<file path="config.mk">
export PLATFORM = sky130hd
export DESIGN_NAME = aaqc_queue
export DESIGN_NICKNAME = d
export VERILOG_FILES = /design/src/rtl/core/adc_average_quadratic_calibration_assert.svh /design/src/rtl/core/aaqc_queue.sv
export SDC_FILE = /design/constraint.sdc
export NUM_CORES = 1
export LEC_CHECK = 0
export ABC_AREA = 1
export BUFFER_PORTS_ARGS = -buffer_cell sky130_fd_sc_hd__buf_4
export CAP_MARGIN = 40
export CORE_AREA = 4 4 125 127
export CTS_BUF_LIST = sky130_fd_sc_hd__clkbuf_8
export DETAILED_ROUTE_END_ITERATION = 16
export DIE_AREA = 0 0 129 131
export PLACE_DENSITY = 0.75
export SLEW_MARGIN = 20
export SYNTH_ARGS = -nofsm -noshare
export SYNTH_HDL_FRONTEND = slang
export SYNTH_SLANG_ARGS = --single-unit
</file>
<file path="constraint.sdc">
create_clock -name i_clk -period 5.9 [get_ports i_clk]
set_input_delay 1.18 -clock i_clk [delete_from_list [all_inputs] [get_ports i_clk]]
set_output_delay 1.18 -clock i_clk [all_outputs]
set_load 0.01 [all_outputs]
</file>
<file path="src/rtl/core/adc_average_quadratic_calibration_assert.svh">
// Assertion macros used by the back part of the ADC averaging and calibration RTL.
`ifndef ADC_AVERAGE_QUADRATIC_CALIBRATION_ASSERT_SVH
`define ADC_AVERAGE_QUADRATIC_CALIBRATION_ASSERT_SVH
`ifndef NO_ASSERTIONS
`define AAQC_ASSERT(label, prop, msg) \
    label: assert property (@(posedge i_clk) disable iff (!i_rst_n) prop) else $error(msg);
`define AAQC_ASSERT_ALWAYS(label, prop, msg) \
    label: assert property (@(posedge i_clk) prop) else $error(msg);
`else
`define AAQC_ASSERT(label, prop, msg)
`define AAQC_ASSERT_ALWAYS(label, prop, msg)
`endif
`endif

</file>
<file path="src/rtl/core/aaqc_queue.sv">
// Two-entry job queue between the front and back parts.
`default_nettype none
module aaqc_queue #(
    parameter int WIDTH = 90
) (
    input  wire logic             i_clk,
    input  wire logic             i_rst_n,
    input  wire logic             i_push,
    input  wire logic [WIDTH-1:0] i_data,
    output logic                  o_full,
    input  wire logic             i_pop,
    output logic [WIDTH-1:0]      o_data,
    output logic                  o_empty
);
    logic [WIDTH-1:0] r_mem [2];
    logic             r_wr;
    logic             r_rd;
    logic [1:0]       r_cnt;

    assign o_full  = (r_cnt == 2'd2);
    assign o_empty = (r_cnt == 2'd0);
    assign o_data  = r_mem[r_rd];

    // store pushed jobs
    always_ff @(posedge i_clk) begin
        if (i_push && !o_full) begin
            r_mem[r_wr] <= i_data;
        end
    end

    // advance pointers and fill count
    always_ff @(posedge i_clk) begin
        if (!i_rst_n) begin
            r_wr  <= 1'b0;
            r_rd  <= 1'b0;
            r_cnt <= 2'd0;
        end else begin
            if (i_push && !o_full) begin
                r_wr <= ~r_wr;
            end
            if (i_pop && !o_empty) begin
                r_rd <= ~r_rd;
            end
            r_cnt <= r_cnt + 2'(i_push && !o_full) - 2'(i_pop && !o_empty);
        end
    end
endmodule
`default_nettype wire

</file>
; Word-level counts from Yosys, hierarchy flattened
; Memories as Yosys holds them, arrays and structs flattened. A register that Yosys moved wholly into a read port is not among the register bits.
; Cells that the tools add are included.
[word_totals]
ff_bits = 4
latch_bits = 0
ram_bits = 180
mem_bits_ro = 0
output_inout_bits = 92
wordCells = 18
n_memories = 1
[memory_table]
columns = name, depth, width, rd, rd_clocked_by_memory_dff, write_ports, line
row1 = r_mem, 2, 90, 1, 1, 1, aaqc_queue.sv:15  ; logic [WIDTH-1:0] r_mem [2];
[classes]
n_addsub = 2
mul = 0
div = 0
magnitude_cmp = 0
eq_ne = 1
n_shift = 0
n_mux = 4
bitwise = 2
n_reduce_logical = 5
[ops]
columns = operator, n
row1 = two-way mux 1 bit, 4
row2 = adder 2 x 1 -> 2 bit, 1
row3 = equality test 2 bit (second input constant), 1
row4 = logical AND 1 bit, 2
row5 = logical NOT 1 bit, 2
row6 = logical NOT 2 bit, 1
row7 = inverter 1 bit, 2
row8 = subtractor 2 x 1 -> 2 bit, 1

; Longest topological paths before layout
[logic_depth]
depth_word = 5
depth_mapped = 11
depth_no_buf = 11

; Worst setup path after synthesis
; No wires, ideal clock.
[synth_timing]
path_type = input -> register
startpoint = input i_push
endpoint = memory r_mem[0][0], enable pin
setup_ns = 0.539
arrival_ns = 4.997
t_required_ns = 5.361
setup_slack_ns = 0.364
cell_stages = 2
cell_sequence = nand2_1 nor2_1
[synth_between]
elab_chain_cells = 3
[synth_rtl]
columns = item, line
row1 = start: declaration, aaqc_queue.sv:8  ; input wire logic i_push,
row2 = logical AND 1 bit, aaqc_queue.sv:26  ; if (i_push && !o_full) begin
row3 = two-way mux 1 bit, aaqc_queue.sv:26
row4 = two-way mux 1 bit (implied by the code), aaqc_queue.sv:27  ; r_mem[r_wr] <= i_data;
row5 = end: declaration, aaqc_queue.sv:15
; Every way passes these cells.

==> results.tsv <==
stage	metric	value	unit
die	Starting Density	49.89	%
worst_hold_path	Min-Delay Path Class	reg2reg	
worst_hold_path	worst hold start	r_rd	
setup_path	r2r startpoint	r_cnt[0]	
global_route	vias in the first global route	3576	
run	Max Cap Violations	0	
clock_network	Num CTS Buffers	17	
setup_path	Worst path max stage delay	0.65	ns
final_layout	share of layout cells above drive strength 1	57.74	%
setup_path	reg-to-reg endpoint	r_mem[1][13]	
final_layout	Final Cell Area	9089	um^2
clock_network	CTS Root Cell	clkbuf_8	
power	power density of the placed cells	397.9	nW/um^2
yosys	Distinct cells, synth	11	
yosys	main combinational cell family by area after synthesis	multiplexers	
clock_network	H-tree depth	4	
die	total core area	14420	um^2
yosys	multiplexer area fraction after synthesis	18.78	%
sta	Worst Max-Slew Pin Slew	0.6991	ns
clock_network	CTS resizes	0	
yosys	Syn Area/Cell	22.63	um^2
clock_network	Worst-Skew Late Latency	0.44	ns
placement	placed cell area	8707	um^2
detailed_routing	drt drc	0	
yosys	simple-gate share of the synthesized area	1.095	%
clock_network	Hold-fix buffers, CTS	0	
detailed_routing	via/cell ratio	4.842	
placement	Port-buffer cells	185	
yosys	area share of fa/ha/maj cells after synthesis	0.3478	%
setup_path	crit path max fanout	38	
final_layout	non-filler cells in the finished layout	714	
sta	RSZ-0062 raised after global routing	false	
detailed_routing	DR iter-0 viols	204	
global_route	first-pass GRT wire length	18.23	mm
final_layout	Area Growth Syn to Fin	26.31	%
global_route	busiest grt layer	met2	
final_layout	commonest cells after routing, fill and taps aside	buf_4 (188), edfxtp_1 (180), mux2_4 (90)	
clock_network	clock sink count	185	
global_route	largest net degree at the start of global routing	60	
setup_path	most common cell type on the critical path	buf_4	
clock_network	clock transition at the registers of the reported paths	0.08	ns
sta	period utilisation layout	58.46	%
clock_network	Setup Buffers After CTS	0	
global_route	GR met3 Demand/Resource	5.528	%
global_route	GRT met1 Usage	16.45	%
setup_path	worst path arrival time	2.27	ns
detailed_routing	drt wl/cell	17.54	um
detailed_routing	DR pass1 iterations	4	
die	Die Wd	129	um
yosys	total of warnings raised by yosys	0	
worst_hold_path	hold path depth	2	
final_layout	final net count	613	
sta	Slew headroom	53.39	%
setup_path	Setup CP Type	reg2out	
yosys	register area share after synthesis	76.51	%
yosys	Synth Area in Compound Gates	0.1391	%
setup_path	r2r setup slk	3.70	ns
sta	Fin. Hold Viols	0	
run_status	status	finished, final reports clean	
power	leakage power	3.613	nW
power	maximum vdd drop	0.2587	mV
final_layout	number of inserted diodes	0	
detailed_routing	antenna viol nets, final	0	
setup_path	CP Capture Type	output pin	
die	overall die area	16900	um^2
yosys	#FFs+latches synth	185	
placement	RePlAce Congestion	0.7226	
setup_path	WP data required	4.72	ns
die	Chip Height	131	um
final_layout	final core utilization	63.01	%
sta	Setup TNS	0	ns
yosys	Synth Area in XOR/XNOR	0	%
sta	Max Clk Rate	289.9	MHz
detailed_routing	final wirelength	12.52	mm
setup_path	startpoint type of the worst setup path	register	
detailed_routing	routed vias	3457	
global_route	initial antenna violation count	0	
sta	Final setup violation count	0	
sta	fin crit period	3.449	ns
setup_path	CP cell instances	buf_4, mux2_4, buf_4	
setup_path	worst r2r path cells	5	
setup_path	slowest CP cell	dfxtp_4	
die	io pins	186	
global_route	GRT Total Usage	14.54	%
sta	clock skew	0.006240	ns
final_layout	leading cell type in the layout, fill and taps excluded	buf_4	
yosys	Syn Inst Count	318	
clock_network	TritonCTS clock tree	done	
sta	pins over their slew limit	0	
yosys	Net Count, Synth	414	
die	FP Rows	44	
yosys	Post-Syn Area	7196	um^2
global_route	met2 track demand over resource	24.76	%
placement	DPL Wire Length	8.723	mm
placement	Cells after DPL	682	
clock_network	Clock Path Buffers	2	
global_route	grt total ovfl	0	
==> cells in the mapped netlist <==
cell / instances / share of area [%]
nand2_1: 9 / 0.47
nand3_1: 3 / 0.21
buf_12: 9 / 2.5
buf_6: 1 / 0.16
ha_1: 2 / 0.35
edfxtp_1: 180 / 75
a21oi_1: 2 / 0.14
dfxtp_1: 5 / 1.4
inv_1: 9 / 0.47
nor2_1: 8 / 0.42
mux2_4: 90 / 19
==> area by class of cell <==
type / instances / area (um^2)
Clock buffer: 17 / 234.0
Sequential cell: 185 / 5509
Clock inverter: 15 / 147.6
Fill cell: 1047 / 5335
Tap cell: 184 / 230.2
Multi-Input combinational cell: 114 / 1473
Timing Repair Buffer: 190 / 1459
Inverter: 9 / 36.28
==> power by group <==
group / switching [mW] / internal (mW)
registers: 0.0752 / 1.67
clock network: 0.391 / 0.406
logic: 0.470 / 0.609
==> per-stage QoR <==
stage          total power [mW]  setup WS (ns)  hold WS, ns
2_1_floorplan             2.481         0.3638       0.4675
3_3_place_gp              2.837          2.885       0.4895
3_5_place_dp              2.874          2.871       0.4882
4_1_cts                   3.674          2.360       0.5157
5_1_grt                   3.797          2.299       0.5522
6_report                  3.617          2.451       0.5161
==> kinds of logic (layout without fill, tap and decap cells) <==
group,count (synthesis),after routing
compound gates,2,2
fa+ha+maj,2,2
buf+inv,19,231
flops,185,185
simple gates,20,20
mux,90,90
==> worst max-delay path by stage <==
stage	from	endpoint	slack, ns	cells after the start
after detailed placement	register	o_data[69]	2.87	3
after floorplan	i_push	r_mem[0][0]	0.36	2
after global routing	register	o_data[78]	2.30	3
final	register	o_data[42]	2.45	3
after global placement	register	o_data[69]	2.89	3
after CTS	register	o_data[78]	2.36	3
==> flip-flops by register name, summed over array words and instances, names as in the netlist, named ones only <==
| register | count |
|---|---|
| r_cnt | 2 |
| r_wr | 1 |
| r_rd | 1 |
| r_mem | 180 |
==> per-layer routing <==
metal,part of all wire (%),up-vias
li1,-,1630
met4,2.1,0
met5,0,-
met3,7.8,21
met2,53,119
met1,37,1687
==> worst max-delay path, delay by kind of cell, from the launching register on <==
kind	cells	cell delay, ns
buffers and inverters	2	0.79
flip-flops	1	0.65
multiplexers	1	0.36
Note: power is estimated with default switching activity, not from simulation.
