## src/rtl/core/adc_average_quadratic_calibration_assert.svh

```systemverilog
// Assertion macros used by the back part of the ADC averaging and calibration RTL.
`ifndef ADC_AVERAGE_QUADRATIC_CALIBRATION_ASSERT_SVH
`define ADC_AVERAGE_QUADRATIC_CALIBRATION_ASSERT_SVH
`ifndef NO_ASSERTIONS
`define AAQC_ASSERT(label, prop, msg) \
    label: assert property (@(posedge i_clk) disable iff (!i_rst_n) prop) else $error(msg);
`define AAQC_ASSERT_ALWAYS(label, prop, msg) \
    label: assert property (@(posedge i_clk) prop) else $error(msg);
`else
`define AAQC_ASSERT(label, prop, msg)
`define AAQC_ASSERT_ALWAYS(label, prop, msg)
`endif
`endif

```

## src/rtl/core/aaqc_pkg.sv

```systemverilog
// Shared types and constants of the ADC averaging and calibration block.
`default_nettype none
package aaqc_pkg;
    localparam int NUM_CH     = 5;
    localparam int NUM_SLOTS  = 5;
    localparam int SUM_W      = 18;
    localparam int COEF_IDX_W = 5;

    localparam logic [SUM_W-1:0] SUM_MAX = '1;

    // item kinds
    localparam logic REQ_SAMPLE = 1'b0;
    localparam logic REQ_COEF   = 1'b1;

    // coefficient slots
    localparam logic [2:0] SLOT_K    = 3'd0;
    localparam logic [2:0] SLOT_P2   = 3'd1;
    localparam logic [2:0] SLOT_P1   = 3'd2;
    localparam logic [2:0] SLOT_P0   = 3'd3;
    localparam logic [2:0] SLOT_ZERO = 3'd4;

    typedef logic [SUM_W-1:0] t_sum;

    typedef struct packed {
        t_sum [NUM_CH-1:0] sums;
    } t_job;

    typedef struct packed {
        logic                  we;
        logic [COEF_IDX_W-1:0] idx;
        logic [31:0]           data;
    } t_coef_wr;

    typedef struct packed {
        logic busy;
    } t_back_status;
endpackage
`default_nettype wire

```

## src/rtl/core/aaqc_front.sv

```systemverilog
// Front part: accepts items, accumulates samples, routes coefficient writes.
`default_nettype none
module aaqc_front import aaqc_pkg::*; #(
    parameter int CURRENT_CHANNEL_COUNT = 4
) (
    input  wire logic         i_clk,
    input  wire logic         i_rst_n,
    input  wire logic         i_valid,
    output logic              o_ready,
    input  wire logic         i_req_type,
    input  wire logic [2:0]   i_channel,
    input  wire logic [11:0]  i_sample,
    input  wire logic         i_frame_end,
    input  wire logic [2:0]   i_coeff_slot,
    input  wire logic [31:0]  i_coeff_value,
    output logic              o_push,
    output t_job              o_job,
    input  wire logic         i_q_full,
    input  wire logic         i_q_empty,
    input  wire t_back_status i_back,
    output t_coef_wr          o_coef
);
    localparam logic [2:0] LAST_CH = 3'(CURRENT_CHANNEL_COUNT);

    t_sum        r_sums [NUM_CH];
    t_sum        n_sums [NUM_CH];
    logic        acc;

    // coefficient writes wait until no frame is pending or in work
    always_comb begin
        if (i_req_type == REQ_COEF) begin
            o_ready = i_q_empty && !i_back.busy;
        end else begin
            o_ready = !i_frame_end || !i_q_full;
        end
    end

    assign acc = i_valid && o_ready;

    always_comb begin
        o_coef.we   = acc && (i_req_type == REQ_COEF) &&
                      (i_channel < 3'(NUM_CH)) && (i_coeff_slot < 3'(NUM_SLOTS));
        o_coef.idx  = COEF_IDX_W'({2'b00, i_channel} * 5'(NUM_SLOTS)) +
                      COEF_IDX_W'(i_coeff_slot);
        o_coef.data = i_coeff_value;
    end

    // add the sample with saturation
    always_comb begin
        for (int i = 0; i < NUM_CH; i++) begin
            n_sums[i] = r_sums[i];
            if (acc && (i_req_type == REQ_SAMPLE) && (i_channel <= LAST_CH) &&
                (i_channel == 3'(i))) begin
                n_sums[i] = t_sum'(({1'b0, r_sums[i]} + 19'(i_sample)) > 19'(SUM_MAX) ?
                                   SUM_MAX : r_sums[i] + t_sum'(i_sample));
            end
            o_job.sums[i] = n_sums[i];
        end
    end

    assign o_push = acc && (i_req_type == REQ_SAMPLE) && i_frame_end;

    // hold sums, clear them when a frame is handed over
    always_ff @(posedge i_clk) begin
        if (!i_rst_n) begin
            for (int i = 0; i < NUM_CH; i++) begin
                r_sums[i] <= '0;
            end
        end else begin
            for (int i = 0; i < NUM_CH; i++) begin
                r_sums[i] <= o_push ? t_sum'(0) : n_sums[i];
            end
        end
    end
endmodule
`default_nettype wire

```

## config.mk

```make
export PLATFORM = sky130hd
export DESIGN_NAME = aaqc_front
export DESIGN_NICKNAME = d
export VERILOG_FILES = /design/src/rtl/core/adc_average_quadratic_calibration_assert.svh /design/src/rtl/core/aaqc_pkg.sv /design/src/rtl/core/aaqc_front.sv
export SDC_FILE = /design/constraint.sdc
export NUM_CORES = 1
export LEC_CHECK = 0
export BUFFER_PORTS_ARGS = -buffer_cell sky130_fd_sc_hd__buf_2
export CELL_PAD_IN_SITES_DETAIL_PLACEMENT = 2
export CELL_PAD_IN_SITES_GLOBAL_PLACEMENT = 2
export CORE_ASPECT_RATIO = 1.5
export CORE_UTILIZATION = 31
export CTS_CLUSTER_SIZE = 24
export DETAILED_ROUTE_END_ITERATION = 12
export GPL_TIMING_DRIVEN = 0
export HOLD_SLACK_MARGIN = 0.1
export PLACE_DENSITY = 0.83
export REMOVE_ABC_BUFFERS = 1
export SLEW_MARGIN = 20
export SYNTH_ARGS = -nofsm -noshare
export SYNTH_HDL_FRONTEND = slang
export SYNTH_SLANG_ARGS = --single-unit
```

## constraint.sdc

```tcl
create_clock -name i_clk -period 2.7 [get_ports i_clk]
set_input_delay 0.135 -clock i_clk [delete_from_list [all_inputs] [get_ports i_clk]]
set_output_delay 0.135 -clock i_clk [all_outputs]
set_load 0.1 [all_outputs]
```

## Word level (Yosys, flattened, before mapping)

Memory sizes are Yosys's and may differ from the RTL's.
Cells that the tools add are included.

| operators by class | value |
|---|---|
| bitwise logic cells | 6 |
| muxes and demuxes | 23 |
| magnitude comparators | 8 |
| multiply operators | 1 |
| equality and inequality tests | 4 |
| add/sub/neg operators | 11 |
| reductions and logical operators | 18 |

Operators by type and width:

| kind | number |
|---|---|
| $mux 18 | 20 |
| $add 18x12->19 | 5 |
| $gt 19x18->1 const B | 5 |
| $add 18x12->18 | 5 |
| $logic_and 1x1->1 | 13 |
| $eq 3x2->1 const B | 2 |
| $lt 3x3->1 const B | 2 |
| $add 5x3->5 | 1 |
| $mul 3x3->5 const B | 1 |
| $or 1x1->1 | 5 |
| $eq 3x1->1 const B | 1 |
| $eq 3x3->1 const B | 1 |
| $le 3x3->1 const B | 1 |
| $logic_not 1->1 | 3 |
| $logic_not 3->1 | 1 |
| $mux 1 | 3 |
| $logic_or 1x1->1 | 1 |
| $not 1->1 | 1 |

| storage, ports and cells | value |
|---|---|
| input bits | 58 |
| memories | 1 |
| output and inout port bits | 130 |
| flip-flop bits (word level) | 0 |
| RAM bits | 90 |
| logic and storage cells | 72 |

Memories:

| name | depth | bits a word | read ports | clocked after Yosys merged registers in | write ports | RTL line | RTL |
|---|---|---|---|---|---|---|---|
| r_sums | 5 | 18 | 5 | 0 | 5 | aaqc_front.sv:25 | `t_sum r_sums [NUM_CH];` |

## Depth between registers and ports, before layout

Gate-level depths: netlist (run 1).

| depth | value |
|---|---|
| word-level depth | 10 |
| depth in mapped cells | 11 |
| mapped depth without buffers | 10 |

## Worst setup path after synthesis (run 1)

Ideal clock, no wire load.

| path | value |
|---|---|
| path type | reg-to-reg |
| start point | mem r_sums[0][18] in the netlist's numbering |
| end point | mem r_sums[0][34] in the netlist's numbering |
| stages on the path, launching flop included | 10 |
| setup slack | -1.763 ns |
| library setup time | 0.073 ns |
| data required time | 2.627 ns |
| path buffers | 0 |
| data arrival time | 4.390 ns |
| clock period less this slack | 4.463 ns |
| cell sequence | dfxtp_1 ha_1 inv_1 fa_1 and2b_1 o31ai_2 a2111oi_2 o21ai_2 o31ai_1 and2_1 |

RTL lines:

| item | RTL line |
|---|---|
| from (decl) | aaqc_front.sv:25 |

==> results of run 1 <==
==> synth_stat cells (all sizes together) (8+ instances only) <==
cell type | count | area, µm²
buf | 40 | 283
nand3 | 24 | 120
nor2b | 9 | 56.3
a211oi | 8 | 70.1
inv | 28 | 105
and2 | 59 | 369
nand2b | 18 | 120
xor2 | 21 | 184
ha | 68 | 851
a31oi | 27 | 169
nand2 | 62 | 235
dfxtp | 90 | 1800
o21ai | 36 | 210
nor3 | 27 | 150
a21o | 25 | 188
and3 | 10 | 62.6
clkbuf | 17 | 63.8
o211ai | 8 | 60.1
o22a | 31 | 272
a21oi | 80 | 404
xnor2 | 34 | 298
nor2 | 79 | 302
mux2 | 10 | 113
==> cell usage in the layout (no fill, tap or decap), types with 23 or more instances in the layout <==
cell     instances
a21o_1          24
a21oi_1         52
and2_1          54
buf_12          78
buf_2           33
buf_4           68
buf_6           33
dfxtp_1         85
ha_1            53
nand2_1         52
nor2_1          64
o21ai_0         23
xnor2_1         31
==> worst max-delay path by stage <==
stage	end	slack, ps	cells past startpoint
after floorplan	r_sums[0][34]	-1760	9
after global placement	o_job[37]	-1190	11
after detailed placement	o_job[37]	-1270	11
after CTS	o_job[33]	-430	12
after global routing	o_job[27]	-760	9
final	o_job[27]	-770	9
==> critical path: stages (launching register included) <==
cell,delay (ps)
dfxtp_1,350
ha_1,360
and4_1,280
a2111oi_2,480
o21ai_2,230
a31oi_1,480
xor2_1,190
buf_4,190
a21oi_4,180
buf_12,190
==> timing repair <==
action / in CTS / in global routing
setup endpoints to repair: 128 / 103
gates cloned: 2 / 1
pin swaps: 74 / 54
resized for setup: 472 / 122
setup buffers: 38 / 54
==> power by group through the flow <==
stage / sequential, mW / combinational [mW] / clock [mW]
final: 1.35 / 1.15 / 1.38
after global routing: 1.35 / 1.18 / 1.42
after CTS: 1.35 / 0.989 / 1.31
after detailed placement: 1.38 / 0.832 / 0
after global placement: 1.38 / 0.806 / 0
after floorplan: 1.38 / 0.634 / 0
==> layer usage <==
layer  GRT usage  vias to the layer above  wire length (µm)
li1            -                     3528                 -
met1       0.325                     4281             16800
met2       0.544                      379             21900
met3      0.0610                      181              2290
met4       0.181                        2              3200
met5     0.00210                        -                15
==> per-stage QoR <==
| stage | total power [mW] | hold WS (ps) | TNS, ps | std cells |
|---|---|---|---|---|
| 6_report | 3.89 | 271 | -34040 | 1345 |
| 5_1_grt | 3.96 | 271 | -39100 | 1345 |
| 4_1_cts | 3.65 | 271 | -15660 | 1293 |
| 3_5_place_dp | 2.21 | 271 | -61140 | 1237 |
| 3_3_place_gp | 2.18 | 271 | -59940 | 1236 |
| 2_1_floorplan | 2.01 | 270 | -60880 | 833 |
==> final cells by class <==
class / count / share of cell area
clock buffers: 11 / 0.0212
repair buffers: 215 / 0.233
well taps: 280 / 0.0305
inverters: 28 / 0.0103
flip-flops and latches: 90 / 0.158
multi-input cells: 716 / 0.543
clock inverters: 5 / 0.00349
==> kinds of logic (layout without fill, tap and decap cells) <==
| kind of cell | Yosys count | count (layout) |
|---|---|---|
| flops | 90 | 90 |
| mux | 12 | 12 |
| simple gates | 318 | 318 |
| compound gates | 256 | 257 |
| xor+xnor | 55 | 55 |
| fa+ha+maj | 74 | 74 |
| buf+inv | 85 | 259 |
==> out/qor.txt, run 1 <==
CP arrival: 3340 ps
ANT cells: 0
Worst EP required: 2570 ps
Syn. warnings: 0
clk_lat worst skew: 410 ps
DR WL/cell: 32.8 µm
Inserted Clock Buffers: 9
# nets final: 1,192
Cell variety after synth: 72
register bit total from synthesis: 90
leak pwr: 4.78 nW
slew margin rel.: 0.457
Sequential Area: 0.00181 mm²
row cnt: 68
GPL Wtd Cong: 0.846
RSZ-0062 raised after global routing: true
FFs w/ async S/R, synth: 0
Mapped Area: 0.00725 mm²
R2R cell count: 12
Place WS: -1270 ps
failing checks: setup timing
vias in the first global route: 8,950
CTS max path bufs: 2
dpl cell area: 0.00790 mm²
Sw Ratio: 0.396
sequential fraction of design power: 0.348
FF-to-FF End: r_sums[0][28]
initial core utilization: 0.316
# fillers: 2,301
Final HPWL DP: 19,900 µm
multi-input combinational cell area: 0.00623 mm²
power per cell area: 339 mW/mm²
Synth Area in Adders: 0.134
CTS clock-pin slew for the worst setup and hold paths: 90 ps
hold buffers post-CTS: 0
post-route cell area: 0.0115 mm²
Core ar.: 0.0230 mm²
first-pass GRT wire length: 55,100 µm
Clk pwr share: 0.356
Worst Setup Slack, final: -771 ps
initial drt markers: 501
# setup viols final: 105
Synth Area in XOR/XNOR: 0.0664
MaxCap Viol Count: 0
die span in x: 127 µm
IO Pins: 188
grt ovf: 0
Avg Vias per Cell: 6.22
drt drc: 0
Clock Sinks: 90
drt pass-1 iters: 4
largest family of logic cells by synthesized area: compound AO/OA/AOI/OAI gates
worst slew pin tran: 814 ps
largest registers: r_sums x90
Chip Height: 189 µm
Critical Path Source Type: flip-flop
kind of critical path: flip-flop to output pin
Final Core Density: 0.499
initial antenna violation count: 1
status: complete, but fails checks
CTS Root Cell: clkbuf_16
R2R Path Start: r_sums[0][18]
post-synthesis compound-gate area fraction: 0.241
Worst Hold Path Cells: 0
Simple-Gate Fraction of Synth Area: 0.229
Worst Setup End Kind: output pin
Post-Route WL: 44,200 µm
syn_area_per_cell: 8.15 µm²
worst setup path startpoint: r_sums[0][20]
post-synthesis mux area share: 0.0183
H-tree depth: 3
count of antenna-violating nets left after detailed routing: 0
Combinational Power Share: 0.296
Worst Hold Path EP: o_coef[7]
Most flops, register: r_sums
Synth-to-Final Area Change: 58.2%
max FFs per register: 90
post-route minimum period: 3470 ps
reg-to-reg slack, setup: -200 ps
input/output buffers: 123
worst ir drop on vdd: 547 µV
Sw Pwr: 1.54 mW
Vias: 8,371
layout cells sized above 1: 0.406
clk_skew: 18.6 ps
cell count after synthesis: 890
largest net degree at the start of global routing: 63
die area: 0.0240 mm²
Post-synth EDFFs: 0
Crit Path Max Fanout: 5
Fin. Hold Viols: 0
fmax: 0.288 GHz
GRT Total Usage: 0.303
Int Power: 2.35 mW
Hold Path Class: input pin to output pin
Max Slew Vio Count: 0
most used flip-flop cell after synthesis: dfxtp_1
worst hold start: i_coeff_value[7]
Final Cycle Share: 1.29
sequential share of the synthesized area: 0.249
TritonCTS clock tree: done
Note: power is estimated with default switching activity, not from simulation.
==> inputs of run 2 (changes only) <==
--- a/config.mk
+++ b/config.mk
@@ -13,5 +13,4 @@
 export CTS_CLUSTER_SIZE = 24
 export DETAILED_ROUTE_END_ITERATION = 12
-export GPL_TIMING_DRIVEN = 0
 export HOLD_SLACK_MARGIN = 0.1
 export PLACE_DENSITY = 0.83
==> constraint.sdc (replaced) <==
create_clock -name i_clk -period 2.7 [get_ports i_clk]
set_input_delay 0.27 -clock i_clk [delete_from_list [all_inputs] [get_ports i_clk]]
set_output_delay 0.27 -clock i_clk [all_outputs]
set_load 0.1 [all_outputs]
==> out/qor.txt, run 2 (synthesis gave the netlist of run 1 again) <==
worst slew pin tran: 675 ps
die area: 0.0240 mm²
max FFs per register: 90
slew margin rel.: 0.549
failing checks: setup timing
leak pwr: 5.77 nW
Worst EP required: 2430 ps
power per cell area: 316 mW/mm²
input/output buffers: 123
# setup viols final: 115
ANT cells: 0
Final TNS setup: -48,690 ps
initial drt markers: 724
Critical Path Source Type: flip-flop
hold buffers post-CTS: 0
Hold Path Class: input pin to flip-flop
CTS max path bufs: 2
Place WS: -668 ps
Post-Route WL: 57,200 µm
count of antenna-violating nets left after detailed routing: 0
CP arrival: 3180 ps
RSZ-0062 raised after global routing: true
kind of critical path: flip-flop to output pin
Synth-to-Final Area Change: 86.9%
GRT Total Usage: 0.403
worst ir drop on vdd: 392 µV
IO Pins: 188
dpl cell area: 0.0103 mm²
first-pass GRT wire length: 70,800 µm
Final HPWL DP: 26,500 µm
Worst Setup End Kind: output pin
Hold Slack: 414 ps
worst hold start: i_rst_n
Final Cycle Share: 1.28
row cnt: 68
Inserted Clock Buffers: 9
status: complete, but fails checks
post-route minimum period: 3450 ps
Max Slew Vio Count: 0
largest net degree at the start of global routing: 61
H-tree depth: 3
most frequent cells in the layout: 205 x buf_4, 99 x buf_12, 82 x dfxtp_1, 52 x and2_1, 52 x nor2_1
largest registers: r_sums x90
R2R Path Start: r_sums[0][42]
commonest non-fill, non-tap cell in the layout: buf_4
Vias: 9,723
DR WL/cell: 38.0 µm
worst setup path startpoint: r_sums[0][18]
Clock Sinks: 90
clk_lat worst skew: 420 ps
vias in the first global route: 10.3k
Avg Vias per Cell: 6.45
Core ar.: 0.0230 mm²
MaxCap Viol Count: 0
drt drc: 0
total power: 4.29 mW
GPL Wtd Cong: 0.868
Chip Height: 189 µm
fmax: 0.290 GHz
Worst Setup Slack, final: -754 ps
initial core utilization: 0.316
Crit Path Max Fanout: 7
# nets final: 1,354
clk_skew: 16.3 ps
CTS clock-pin slew for the worst setup and hold paths: 90 ps
layout cells sized above 1: 0.532
die span in x: 127 µm
drt pass-1 iters: 5
post-route cell area: 0.0136 mm²
Most flops, register: r_sums
Fin. Hold Viols: 0
grt ovf: 0
initial antenna violation count: 0
TritonCTS clock tree: done
CTS Root Cell: clkbuf_16
[run 2: cell types whose count changed in the layout (fill, tap and decap cells not counted), moves of 8 or more]
| cell | before | now |
|---|---|---|
| nor2_1 | 64 | 52 |
| buf_6 | 33 | 42 |
| a21oi_4 | 11 | 19 |
| o21ai_0 | 23 | 13 |
| buf_12 | 78 | 99 |
| buf_4 | 68 | 205 |
[run 2: path summary, 6_finish.rpt]
check	endpoint	slack [ps]	cells past startpoint
setup / recovery	o_job[20]	-750	11
hold / removal	r_sums[0][15]	410	3
setup reg to reg	r_sums[0][44]	-220	12
hold reg to reg	r_sums[0][11]	650	1
[run 2: final cells by class]
| cell class | instances | area (µm²) |
|---|---|---|
| clock inverters | 4 | 50.0 |
| flip-flops and latches | 90 | 1820 |
| multi-input cells | 716 | 6810 |
| well taps | 280 | 350 |
| repair buffers | 377 | 4150 |
| clock buffers | 12 | 256 |
| inverters | 28 | 115 |
| fillers | 2168 | 9420 |
[run 2: report_power, final]
part,internal [mW],switching [mW]
Sequential,1.34,0.0179
Combinational,0.476,0.920
Clock,0.771,0.762
Total,2.59,1.70
[run 2: critical path, cell delays in order, from the launching register on]
cell	delay, ps
dfxtp_2	380
ha_4	170
inv_2	40
fa_2	350
and2b_2	280
o31ai_4	90
a2111oi_4	440
o21ai_4	160
o21ai_4	250
buf_12	180
o22a_1	220
buf_12	200
[run 2: what timing repair did]
item,CTS,global route
setup buffers,69,54
cloned,4,0
pin swaps,114,81
resized for setup,294,147
setup endpoints to repair,113,118
[run 2: layer usage]
layer / vias up / GRT usage / wire [µm]
li1: 3848 / - / -
met1: 4975 / 0.446 / 21400
met2: 621 / 0.706 / 27800
met3: 279 / 0.0760 / 3820
met4: 0 / 0.254 / 4210
met5: - / 0.00210 / 0
[run 2: through the flow]
step,utilization,instances
final,0.590,1507
after global routing,0.590,1507
after CTS,0.545,1466
after detailed placement,0.449,1383
after global placement,0.449,1383
after floorplan,-,833
