===== config.mk =====
export PLATFORM = sky130hd
export DESIGN_NAME = aaqc_back
export DESIGN_NICKNAME = d
export VERILOG_FILES = /design/src/rtl/core/aaqc_pkg.sv /design/src/rtl/core/aaqc_back.sv
export VERILOG_INCLUDE_DIRS = /design/src /design/src/rtl/core
export SDC_FILE = /design/constraint.sdc
export NUM_CORES = 2
export LEC_CHECK = 0
export BUFFER_PORTS_ARGS = -buffer_cell sky130_fd_sc_hd__buf_2
export CORE_MARGIN = 3
export CORE_UTILIZATION = 58
export CTS_BUF_LIST = sky130_fd_sc_hd__clkbuf_16
export CTS_CLUSTER_DIAMETER = 120
export DETAILED_ROUTE_END_ITERATION = 7
export GPL_ROUTABILITY_DRIVEN = 0
export GPL_TIMING_DRIVEN = 0
export MAX_ROUTING_LAYER = met4
export PLACE_DENSITY = 0.85
export SYNTH_ARGS = -nofsm -noshare
export SYNTH_HDL_FRONTEND = slang
export SYNTH_SLANG_ARGS = --single-unit

===== constraint.sdc =====
create_clock -name i_clk -period 14.7 [get_ports i_clk]
set_input_delay 2.94 -clock i_clk [delete_from_list [all_inputs] [get_ports i_clk]]
set_output_delay 2.94 -clock i_clk [all_outputs]
set_load 0.005 [all_outputs]

===== src/rtl/core/adc_average_quadratic_calibration_assert.svh =====
// Assertion macros used by the back part of the ADC averaging and calibration RTL.
`ifndef ADC_AVERAGE_QUADRATIC_CALIBRATION_ASSERT_SVH
`define ADC_AVERAGE_QUADRATIC_CALIBRATION_ASSERT_SVH
`ifndef NO_ASSERTIONS
`define AAQC_ASSERT(label, prop, msg) \
    label: assert property (@(posedge i_clk) disable iff (!i_rst_n) prop) else $error(msg);
`define AAQC_ASSERT_ALWAYS(label, prop, msg) \
    label: assert property (@(posedge i_clk) prop) else $error(msg);
`else
`define AAQC_ASSERT(label, prop, msg)
`define AAQC_ASSERT_ALWAYS(label, prop, msg)
`endif
`endif


===== src/rtl/core/aaqc_pkg.sv =====
// Shared types and constants of the ADC averaging and calibration block.
`default_nettype none
package aaqc_pkg;
    localparam int NUM_CH     = 5;
    localparam int NUM_SLOTS  = 5;
    localparam int SUM_W      = 18;
    localparam int COEF_IDX_W = 5;

    localparam logic [SUM_W-1:0] SUM_MAX = '1;

    // item kinds
    localparam logic REQ_SAMPLE = 1'b0;
    localparam logic REQ_COEF   = 1'b1;

    // coefficient slots
    localparam logic [2:0] SLOT_K    = 3'd0;
    localparam logic [2:0] SLOT_P2   = 3'd1;
    localparam logic [2:0] SLOT_P1   = 3'd2;
    localparam logic [2:0] SLOT_P0   = 3'd3;
    localparam logic [2:0] SLOT_ZERO = 3'd4;

    typedef logic [SUM_W-1:0] t_sum;

    typedef struct packed {
        t_sum [NUM_CH-1:0] sums;
    } t_job;

    typedef struct packed {
        logic                  we;
        logic [COEF_IDX_W-1:0] idx;
        logic [31:0]           data;
    } t_coef_wr;

    typedef struct packed {
        logic busy;
    } t_back_status;
endpackage
`default_nettype wire


===== src/rtl/core/aaqc_back.sv =====
// Back part: per-channel mean, offset, scaling and quadratic correction.
`default_nettype none
`include "adc_average_quadratic_calibration_assert.svh"
module aaqc_back import aaqc_pkg::*; #(
    parameter int VOLTAGE_SAMPLES       = 64,
    parameter int CURRENT_SAMPLES       = 128,
    parameter int CURRENT_CHANNEL_COUNT = 4
) (
    input  wire logic        i_clk,
    input  wire logic        i_rst_n,
    input  wire logic        i_q_empty,
    input  wire t_job        i_job,
    output logic             o_pop,
    input  wire t_coef_wr    i_coef,
    input  wire logic [31:0] i_adc_lsb_scale,
    input  wire logic [31:0] i_shunt_conductance,
    output t_back_status     o_status,
    output logic             o_valid,
    input  wire logic        i_ready,
    output logic [2:0]       o_channel,
    output logic [31:0]      o_value,
    output logic             o_last
);
    localparam int N_VOLT = VOLTAGE_SAMPLES;
    localparam int N_CURR = (CURRENT_SAMPLES / 2 == 0) ? 1 : CURRENT_SAMPLES / 2;
    localparam int N_MAX  = N_VOLT > N_CURR ? N_VOLT : N_CURR;
    localparam int NW     = $clog2(N_MAX + 1);
    localparam int DW     = SUM_W + 16;
    localparam int XW     = NW + 16;
    localparam int QW     = SUM_W + NW;
    localparam int R1W    = SUM_W + 1;
    localparam int P1W    = SUM_W + R1W;
    localparam int R2W    = XW + 1;
    localparam int P2W    = XW + R2W;
    localparam int L_V    = $clog2(N_VOLT);
    localparam int L_C    = $clog2(N_CURR);
    localparam int SH1_V  = SUM_W + L_V;
    localparam int SH1_C  = SUM_W + L_C;
    localparam int SH2_V  = XW + L_V;
    localparam int SH2_C  = XW + L_C;
    localparam longint R1_V = ((longint'(1) << SH1_V) + longint'(N_VOLT) - 1) /
                              longint'(N_VOLT);
    localparam longint R1_C = ((longint'(1) << SH1_C) + longint'(N_CURR) - 1) /
                              longint'(N_CURR);
    localparam longint R2_V = ((longint'(1) << SH2_V) + longint'(N_VOLT) - 1) /
                              longint'(N_VOLT);
    localparam longint R2_C = ((longint'(1) << SH2_C) + longint'(N_CURR) - 1) /
                              longint'(N_CURR);
    localparam logic [R1W-1:0] RCP1_V = R1W'(R1_V);
    localparam logic [R1W-1:0] RCP1_C = R1W'(R1_C);
    localparam logic [R2W-1:0] RCP2_V = R2W'(R2_V);
    localparam logic [R2W-1:0] RCP2_C = R2W'(R2_C);
    localparam logic [NW-1:0] DIV_V = NW'(N_VOLT);
    localparam logic [NW-1:0] DIV_C = NW'(N_CURR);
    localparam logic [2:0]    LAST_CH = 3'(CURRENT_CHANNEL_COUNT);

    localparam logic [2:0] S_IDLE = 3'd0;
    localparam logic [2:0] S_DIV  = 3'd1;
    localparam logic [2:0] S_SUB  = 3'd2;
    localparam logic [2:0] S_MUL  = 3'd3;
    localparam logic [2:0] S_RND  = 3'd4;
    localparam logic [2:0] S_OUT  = 3'd5;
    localparam logic [2:0] S_REM  = 3'd6;
    localparam logic [2:0] S_FRC  = 3'd7;

    localparam logic [2:0] OP_LSB = 3'd0;
    localparam logic [2:0] OP_K   = 3'd1;
    localparam logic [2:0] OP_G   = 3'd2;
    localparam logic [2:0] OP_SQ  = 3'd3;
    localparam logic [2:0] OP_P2  = 3'd4;
    localparam logic [2:0] OP_P1  = 3'd5;

    logic [2:0]       r_state;
    logic [2:0]       r_op;
    logic [2:0]       r_ch;
    t_job             r_job;
    logic [SUM_W-1:0] r_sum;
    logic [SUM_W-1:0] r_qs;
    logic [NW-1:0]    r_rs;
    logic [DW-1:0]    r_quo;
    logic [31:0]      r_v;
    logic [31:0]      r_t;
    logic [31:0]      r_res;
    logic [63:0]      r_prod;
    logic             r_neg;
    logic [31:0]      r_tab [NUM_CH * NUM_SLOTS];

    // coefficient table, written from the front
    always_ff @(posedge i_clk) begin
        if (!i_rst_n) begin
            for (int i = 0; i < NUM_CH * NUM_SLOTS; i++) begin
                r_tab[i] <= '0;
            end
        end else if (i_coef.we) begin
            r_tab[i_coef.idx] <= i_coef.data;
        end
    end

    // select the slot the current step needs
    logic [2:0]            slot;
    logic [COEF_IDX_W-1:0] cidx;
    logic [31:0]           coef;
    always_comb begin
        case (r_op)
            OP_K:    slot = SLOT_K;
            OP_P2:   slot = SLOT_P2;
            default: slot = SLOT_P1;
        endcase
        if (r_state == S_SUB) begin
            slot = SLOT_ZERO;
        end else if (r_state == S_RND) begin
            slot = SLOT_P0;
        end
    end
    assign cidx = COEF_IDX_W'({2'b00, r_ch} * 5'(NUM_SLOTS)) + COEF_IDX_W'(slot);
    assign coef = r_tab[cidx];

    // mean divisor of a channel: VOLTAGE_SAMPLES on channel 0, half of CURRENT_SAMPLES on others
    function automatic logic [NW-1:0] divisor(input logic [2:0] ch);
        return (ch == 3'd0) ? DIV_V : DIV_C;
    endfunction

    // mean by reciprocal multiplication: whole part, remainder, then fraction
    logic [R1W-1:0]   rcp1;
    logic [P1W-1:0]   prod1;
    logic [SUM_W-1:0] qs;
    logic [QW-1:0]    qn;
    logic [XW-1:0]    x2;
    logic [R2W-1:0]   rcp2;
    logic [P2W-1:0]   prod2;
    logic [15:0]      qf;
    assign rcp1  = (r_ch == 3'd0) ? RCP1_V : RCP1_C;
    assign prod1 = P1W'(r_sum) * P1W'(rcp1);
    assign qs    = (r_ch == 3'd0) ? SUM_W'(prod1 >> SH1_V) : SUM_W'(prod1 >> SH1_C);
    assign qn    = QW'(r_qs) * QW'(divisor(r_ch));
    assign x2    = {r_rs, 16'h0000} + XW'(divisor(r_ch) >> 1);
    assign rcp2  = (r_ch == 3'd0) ? RCP2_V : RCP2_C;
    assign prod2 = P2W'(x2) * P2W'(rcp2);
    assign qf    = (r_ch == 3'd0) ? 16'(prod2 >> SH2_V) : 16'(prod2 >> SH2_C);

    // mean clamp and offset subtract
    logic [31:0] mean;
    logic [33:0] diff;
    logic [31:0] diff_sat;
    assign mean = (r_quo > DW'(32'h7FFF_FFFF)) ? 32'h7FFF_FFFF : r_quo[31:0];
    assign diff = {2'b00, mean} - {{2{coef[31]}}, coef};
    assign diff_sat = (diff[33] && !diff[31]) ? 32'h8000_0000 :
                      (!diff[33] && diff[31]) ? 32'h7FFF_FFFF : diff[31:0];

    // multiplier operands
    logic [31:0] opa;
    logic [32:0] opb;
    logic [31:0] ua;
    logic [32:0] nb;
    logic [31:0] ub;
    always_comb begin
        opa = (r_op == OP_P2) ? r_t : r_v;
        case (r_op)
            OP_LSB:  opb = {1'b0, i_adc_lsb_scale};
            OP_K:    opb = {coef[31], coef};
            OP_G:    opb = {1'b0, i_shunt_conductance};
            OP_SQ:   opb = {r_v[31], r_v};
            default: opb = {coef[31], coef};
        endcase
    end
    assign ua = opa[31] ? (~opa + 32'd1) : opa;
    assign nb = ~opb + 33'd1;
    assign ub = opb[32] ? nb[31:0] : opb[31:0];

    // rounding, clamp and sign of the registered product
    logic [63:0] rsum;
    logic [47:0] q48;
    logic [31:0] qc;
    logic [31:0] res;
    logic [33:0] tot;
    logic [31:0] tot_sat;
    assign rsum = r_prod + ((r_op == OP_LSB) ? 64'h8000_0000 : 64'h0000_8000);
    assign q48  = (r_op == OP_LSB) ? {16'h0000, rsum[63:32]} : rsum[63:16];
    assign qc   = (q48 > 48'h8000_0000) ? 32'h8000_0000 : q48[31:0];
    assign res  = r_neg ? (~qc + 32'd1) : (qc[31] ? 32'h7FFF_FFFF : qc);
    assign tot  = {{2{r_t[31]}}, r_t} + {{2{res[31]}}, res} + {{2{coef[31]}}, coef};
    assign tot_sat = ((tot[33:31] == 3'b000) || (tot[33:31] == 3'b111)) ? tot[31:0] :
                     (tot[33] ? 32'h8000_0000 : 32'h7FFF_FFFF);

    assign o_pop = (r_state == S_IDLE) && !i_q_empty;
    assign o_status.busy = (r_state != S_IDLE);

    logic out_free;
    assign out_free = !o_valid || i_ready;

    // step sequencer
    always_ff @(posedge i_clk) begin
        if (!i_rst_n) begin
            r_state <= S_IDLE;
            r_op    <= OP_LSB;
            r_ch    <= 3'd0;
        end else begin
            unique case (r_state)
                S_IDLE: begin
                    if (!i_q_empty) begin
                        r_job   <= i_job;
                        r_ch    <= 3'd0;
                        r_sum   <= i_job.sums[0];
                        r_state <= S_DIV;
                    end
                end
                S_DIV: begin
                    r_qs    <= qs;
                    r_state <= S_REM;
                end
                S_REM: begin
                    r_rs    <= NW'(QW'(r_sum) - qn);
                    r_state <= S_FRC;
                end
                S_FRC: begin
                    r_quo   <= {r_qs, qf};
                    r_state <= S_SUB;
                end
                S_SUB: begin
                    r_v     <= diff_sat;
                    r_op    <= OP_LSB;
                    r_state <= S_MUL;
                end
                S_MUL: begin
                    r_prod  <= 64'(ua) * 64'(ub);
                    r_neg   <= opa[31] ^ opb[32];
                    r_state <= S_RND;
                end
                S_RND: begin
                    r_state <= S_MUL;
                    case (r_op)
                        OP_LSB: begin
                            r_v  <= res;
                            r_op <= OP_K;
                        end
                        OP_K: begin
                            r_v  <= res;
                            r_op <= (r_ch == 3'd0) ? OP_SQ : OP_G;
                        end
                        OP_G: begin
                            r_v  <= res;
                            r_op <= OP_SQ;
                        end
                        OP_SQ: begin
                            r_t  <= res;
                            r_op <= OP_P2;
                        end
                        OP_P2: begin
                            r_t  <= res;
                            r_op <= OP_P1;
                        end
                        default: begin
                            r_res   <= tot_sat;
                            r_state <= S_OUT;
                        end
                    endcase
                end
                S_OUT: begin
                    if (out_free) begin
                        if (r_ch == LAST_CH) begin
                            r_state <= S_IDLE;
                        end else begin
                            r_ch    <= r_ch + 3'd1;
                            r_sum   <= r_job.sums[r_ch + 3'd1];
                            r_state <= S_DIV;
                        end
                    end
                end
                default: r_state <= S_IDLE;
            endcase
        end
    end

    // output register
    always_ff @(posedge i_clk) begin
        if (!i_rst_n) begin
            o_valid <= 1'b0;
        end else if ((r_state == S_OUT) && out_free) begin
            o_valid <= 1'b1;
        end else if (i_ready) begin
            o_valid <= 1'b0;
        end
    end

    always_ff @(posedge i_clk) begin
        if ((r_state == S_OUT) && out_free) begin
            o_channel <= r_ch;
            o_value   <= r_res;
            o_last    <= (r_ch == LAST_CH);
        end
    end

    `AAQC_ASSERT(a_pop_idle, o_pop |-> (r_state == S_IDLE), "job taken while busy")
    `AAQC_ASSERT(a_rem_range, (r_state == S_FRC) |-> (r_rs < divisor(r_ch)), "remainder out of range")
    `AAQC_ASSERT(a_last_ch, (o_valid && o_last) |-> (o_channel == LAST_CH), "last on wrong channel")
    `AAQC_ASSERT(a_out_load, ((r_state == S_OUT) && out_free) |=> o_valid, "result lost")
endmodule
`default_nettype wire


==> flow_summary_export.csv, run 1 <==
group,metric,value,unit
outcome,outcome,"aborted with a tool error",
outcome,stop_stage,"5_1_grt",
outcome,stop_error,"[ERROR GRT-0232] Routing congestion too high. Check the congestion heatmap in the GUI.",
sta,grt-worst-endpoint,"r_res[6]$_DFFE_PP_/D",
die,io_pins,235,
synth,synth_area_leader_cell,"edfxtp_1",
global_routing,grt.total_usage,53.88,%
synth,synth_ff_type,"edfxtp_1",
synth,synth_warnings,0,
synth,synth_cells,8408,
synth,syn_area,99120,sq um
synth,synth_seq_cells,1360,
clock_network,cts_sinks,1360,
synth,synthArstFlopShare,0,%
sta,worst-ep-kind,"register data pin",
clock_network,root_buffer,"clkbuf_16",
die,die_h,419.4,microns
synth,syn_avg_cell_area,11.79,sq um
synth,yosysSeqAreaShare,41.10,%
clock_network,ctsHtreeMaxLevel,4,
die,rows,151,
die,die_w,419.4,microns
global_routing,grt_max_degree,33,
clock_network,cts_hold_buffers,0,
placed_design,post-dp-hpwl,273.3,mm
placed_design,io_buffer_count,234,
global_routing,gr-total-overflow,56,
synth,syn_nets,9859,
synth,netlist.area_leader.share,40.90,%
synth,yosys-top-cells-area,"edfxtp_1 41%, fa_1 19%, mux4_2 7.2%",
clock_network,numCtsBuffers,139,
clock_network,cts.path.max_buffers,3,
synth,synth.distinct_cells,105,
synth,synth_edf_count,1350,
die,initial_core_util,58.42,%
kinds of logic after synthesis:
group	count (synthesis)	synth area share, %
mux	434	8.441
simple gates	2790	14.09
xor+xnor	233	2.097
flops	1360	41.10
fa+ha+maj	1255	22.87
buf+inv	1543	6.096
compound gates	793	5.306
per-layer routing:
layer | GRT overflow | global-route usage [%]
met5 | - | -
met4 | 27 | 48.12
met3 | 3 | 43.34
met2 | 25 | 66.03
met1 | 1 | 52.54
what timing repair did:
action / in CTS
gates resized for setup: 249
setup endpoints to repair: 72
pin swaps: 15
setup buffers: 33
Yosys cell counts (all sizes together) (15+ instances only):
cell type,count
fa,928
and2,902
nor2b,26
buf,119
mux2i,103
and3,39
nand4,67
o31ai,22
or3,33
o21a,30
a21o,92
o211ai,30
o21ai,157
nor2,623
a22o,28
mux4,319
ha,327
xor2,103
a21oi,217
and4,15
nor4,26
nor3,83
nand2b,52
nand3,123
nand2,740
o22ai,23
clkbuf,391
inv,1030
edfxtp,1350
xnor2,130
a31oi,36
metrics by stage:
stage	std cells	instance area, sq um	worst slack [ps]	hold slack [ps]	TNS (ps)
floorplan	8408	99120	660.7	400.3	0
global placement	10860	103100	-6352	402.2	-238250
detailed placement	10920	104800	-6182	404.5	-239730
CTS	11200	110500	2.077	418.3	0
==> run 2, diff against run 1 <==
- CORE_UTILIZATION: 58 -> 40
- CTS_BUF_LIST: sky130_fd_sc_hd__clkbuf_16 -> unset
- CTS_CLUSTER_DIAMETER: 120 -> unset
- MAX_ROUTING_LAYER: met4 -> unset
- PLACE_DENSITY: 0.85 -> unset
- PLACE_DENSITY_LB_ADDON: unset -> 0.15
- clock period: 14.7 -> 19.1 ns (I/O delays scaled with it)
==> run 2 against run 1 <==
The flow now finishes, with violations (max-capacitance violations, max-slew violations). Area after synthesis stayed put. Synthesized cell count did not move.
==> flow_summary_export.csv, run 2 <==
group,metric,value,unit
outcome,outcome,"finished with violations",
outcome,violations,"max-capacitance violations, max-slew violations",
layout,drive_gt1_share,12.70,%
setup_path,reg2reg_from,"r_op[1]$_SDFFE_PN0P_",
die,rows,182,
sta,rsz0062_at_grt,"false",
die,die_w,503.8,microns
synth,netlist.area_leader.share,40.90,%
placed_design,place_inst,12060,
sta,finalSetupViolCount,0,
synth,synth_common_cells,"1350 x edfxtp_1, 1028 x inv_1, 928 x fa_1",
layout,most-common-layout-cells,"1350 x edfxtp_1, 1028 x inv_1, 928 x fa_1",
synth,syn_area,99120,sq um
clock_network,cts_tree,"yes",
synth,synth_ff_type,"edfxtp_1",
setup_path,critPathRequiredTime,19660,ps
layout,regMostFlops,"r_tab",
synth,synth_seq_cells,1360,
setup_path,cp_slowest_stage_delay,770,ps
global_routing,gr-total-overflow,0,
clock_network,root_buffer,"clkbuf_16",
route,drt_iter0_drc,8853,
route,drt_wl_total,397.2,mm
sta,drv_slew,47,
layout,finalNonFillerCells,12360,
layout,largestRegisters,"r_tab (1024), r_job (90), r_prod (49)",
clock_network,cts_hold_buffers,0,
synth,synth_area_leader_cell,"edfxtp_1",
global_routing,top_usage_layer,"met2",
flow_run,drv_cap,6,
layout,final_common_cell,"edfxtp_1",
global_routing,groute.layer.met3.usage,9.030,%
setup_path,reg2reg_depth,51,
setup_path,cp_max_fo,10,
min_path,hold_path_class,"reg -> reg",
sta,fmax,0.05299,GHz
global_routing,antenna_found_initial,48,
setup_path,crit_arrival,19430,ps
sta,setup_tns,0,ps
setup_path,r2r_end,"r_prod[49]$_DFFE_PP_",
layout,fin_area,112300,sq um
route,ant_nets,0,
clock_network,clk_latency,860,ps
clock_network,path_clk_slew,60,ps
sta,setup_ws,227.1,ps
global_routing,first_global_vias,72330,
layout,fill_cells,22610,
route,routedWlPerCell,32.14,microns
synth,synth_edf_count,1350,
sta,maxSlewHeadroom,-5.714,%
setup_path,start_kind,"flop",
synth,syn_nets,9859,
sta,fin_skew,109.6,ps
sta,period_minus_slack,18870,ps
route,vias_per_cell,5.837,
synth,synth_most_common_cell,"edfxtp_1",
route,firstDrtPassIters,6,
clock_network,ctsHtreeMaxLevel,4,
setup_path,crit_type,"reg -> reg",
synth,yosysSeqAreaShare,41.10,%
placed_design,placed_area,107100,sq um
layout,final_nets,10350,
setup_path,cp-endpoint,"r_prod[49]$_DFFE_PP_",
clock_network,numCtsBuffers,152,
synth,syn_avg_cell_area,11.79,sq um
route,drc,0,
layout,multi_input_area,53120,sq um
placed_design,dpl_worst_slack,-2056,ps
synth,synthArstFlopShare,0,%
synth,synth_warnings,0,
clock_network,cts_sinks,1360,
layout,areaGrowthSynthToFinish,13.30,%
sta,tightestPinTransition,1574,ps
die,die_h,503.8,microns
sta,hold_viol,0,
setup_path,crit_path_frequent_cell,"fa_1",
synth,yosys-top-cells-area,"edfxtp_1 41%, fa_1 19%, mux4_2 7.2%",
sta,timing.final.crit_share,98.81,%
layout,seq_area,40740,sq um
global_routing,grt_pass1_wl,554.9,mm
min_path,whs_path_depth,0,
die,design.die.area,253800,sq um
die,coreArea,246200,sq um
die,io_pins,235,
synth,synth.distinct_cells,105,
global_routing,met1_usage,41.92,%
placed_design,io_buffer_count,234,
placed_design,post-dp-hpwl,308.1,mm
synth,synth_cells,8408,
setup_path,r2r_slack,230,ps
global_routing,grt_max_degree,33,
route,routed-via-count,72120,
global_routing,grt.total_usage,30.95,%
setup_path,cp-end-kind,"flop",
clock_network,cts.path.max_buffers,3,
global_routing,grt_util_met2,45.84,%
setup_path,crit_slowest_cell,"xor2_1",
layout,largest_reg_flops,1024,
die,initial_core_util,40.27,%
setup_path,startpoint,"r_op[1]$_SDFFE_PN0P_",
[run 2: cell counts after synthesis]
Identical to the previous run, type by type.
[run 2: kinds of logic after synthesis]
logic type / count (synthesis) / share of synthesized area (%)
AOI/OAI and AO/OA: 793 / 5.306
DFF: 1360 / 41.10
adders and majority gates: 1255 / 22.87
xor gates and xnor gates: 233 / 2.097
and+or+nand+nor: 2790 / 14.09
buffers and inverters: 1543 / 6.096
muxes: 434 / 8.441
[run 2: per-stage QoR]
stage | hold WS, ps | util, %
floorplan | 400.3 | -
global placement | 406.1 | 42.42
detailed placement | 404.5 | 43.50
CTS | 416.2 | 45.53
global route | 423.2 | 45.60
finish | 414.7 | 45.62
[run 2: worst min-delay path by stage]
| stage | startpoint | end | slack, ps |
|---|---|---|---|
| floorplan | r_res[0]$_DFFE_PP_ | o_value[0]$_DFFE_PP_ | 400 |
| global placement | r_res[26]$_DFFE_PP_ | o_value[26]$_DFFE_PP_ | 410 |
| detailed placement | r_sum[16]$_DFFE_PP_ | r_qs[10]$_DFFE_PP_ | 400 |
| CTS | r_sum[16]$_DFFE_PP_ | r_qs[10]$_DFFE_PP_ | 420 |
| global route | r_sum[16]$_DFFE_PP_ | r_qs[10]$_DFFE_PP_ | 420 |
| finish | r_sum[16]$_DFFE_PP_ | r_qs[10]$_DFFE_PP_ | 410 |
[run 2: area by class of cell]
type / count / share of cell area, %
multi-input cells: 5505 / 47.30
flip-flops and latches: 1360 / 36.28
well taps: 3312 / 3.690
clock buffers: 195 / 3.566
inverters: 1033 / 3.453
repair buffers: 342 / 2.888
plain buffers: 509 / 1.980
clock inverters: 77 / 0.7933
diodes: 23 / 0.05125
[run 2: worst max-delay path, delay by kind of cell, from the launching register on]
kind	cells	cell delay, ps
buffers and inverters	15	5720
adder cells (fa/ha/maj)	11	5240
AO/OA/AOI/OAI	10	2890
AND/OR/NAND/NOR	11	2550
XOR/XNOR	2	1030
multiplexers	2	780
flip-flops	1	300
[run 2: routing by layer]
| layer | vias up | routed length (microns) |
|---|---|---|
| met2 | 4503 | 171300 |
| met5 | - | 251 |
| met1 | 37180 | 156100 |
| li1 | 29460 | - |
| met3 | 951 | 46470 |
| met4 | 21 | 23070 |
[run 2: what timing repair did]
action | 4_1_cts | 5_1_grt
setup endpoints to repair | 37 | 19
resized for setup | 26 | 33
pin swaps | 0 | 2
gates cloned | 0 | 0
buffers inserted | 0 | 4
Power of run 2 is not shown: default switching activity piles up to over one toggle a cycle in this logic, so the estimate is an artifact.
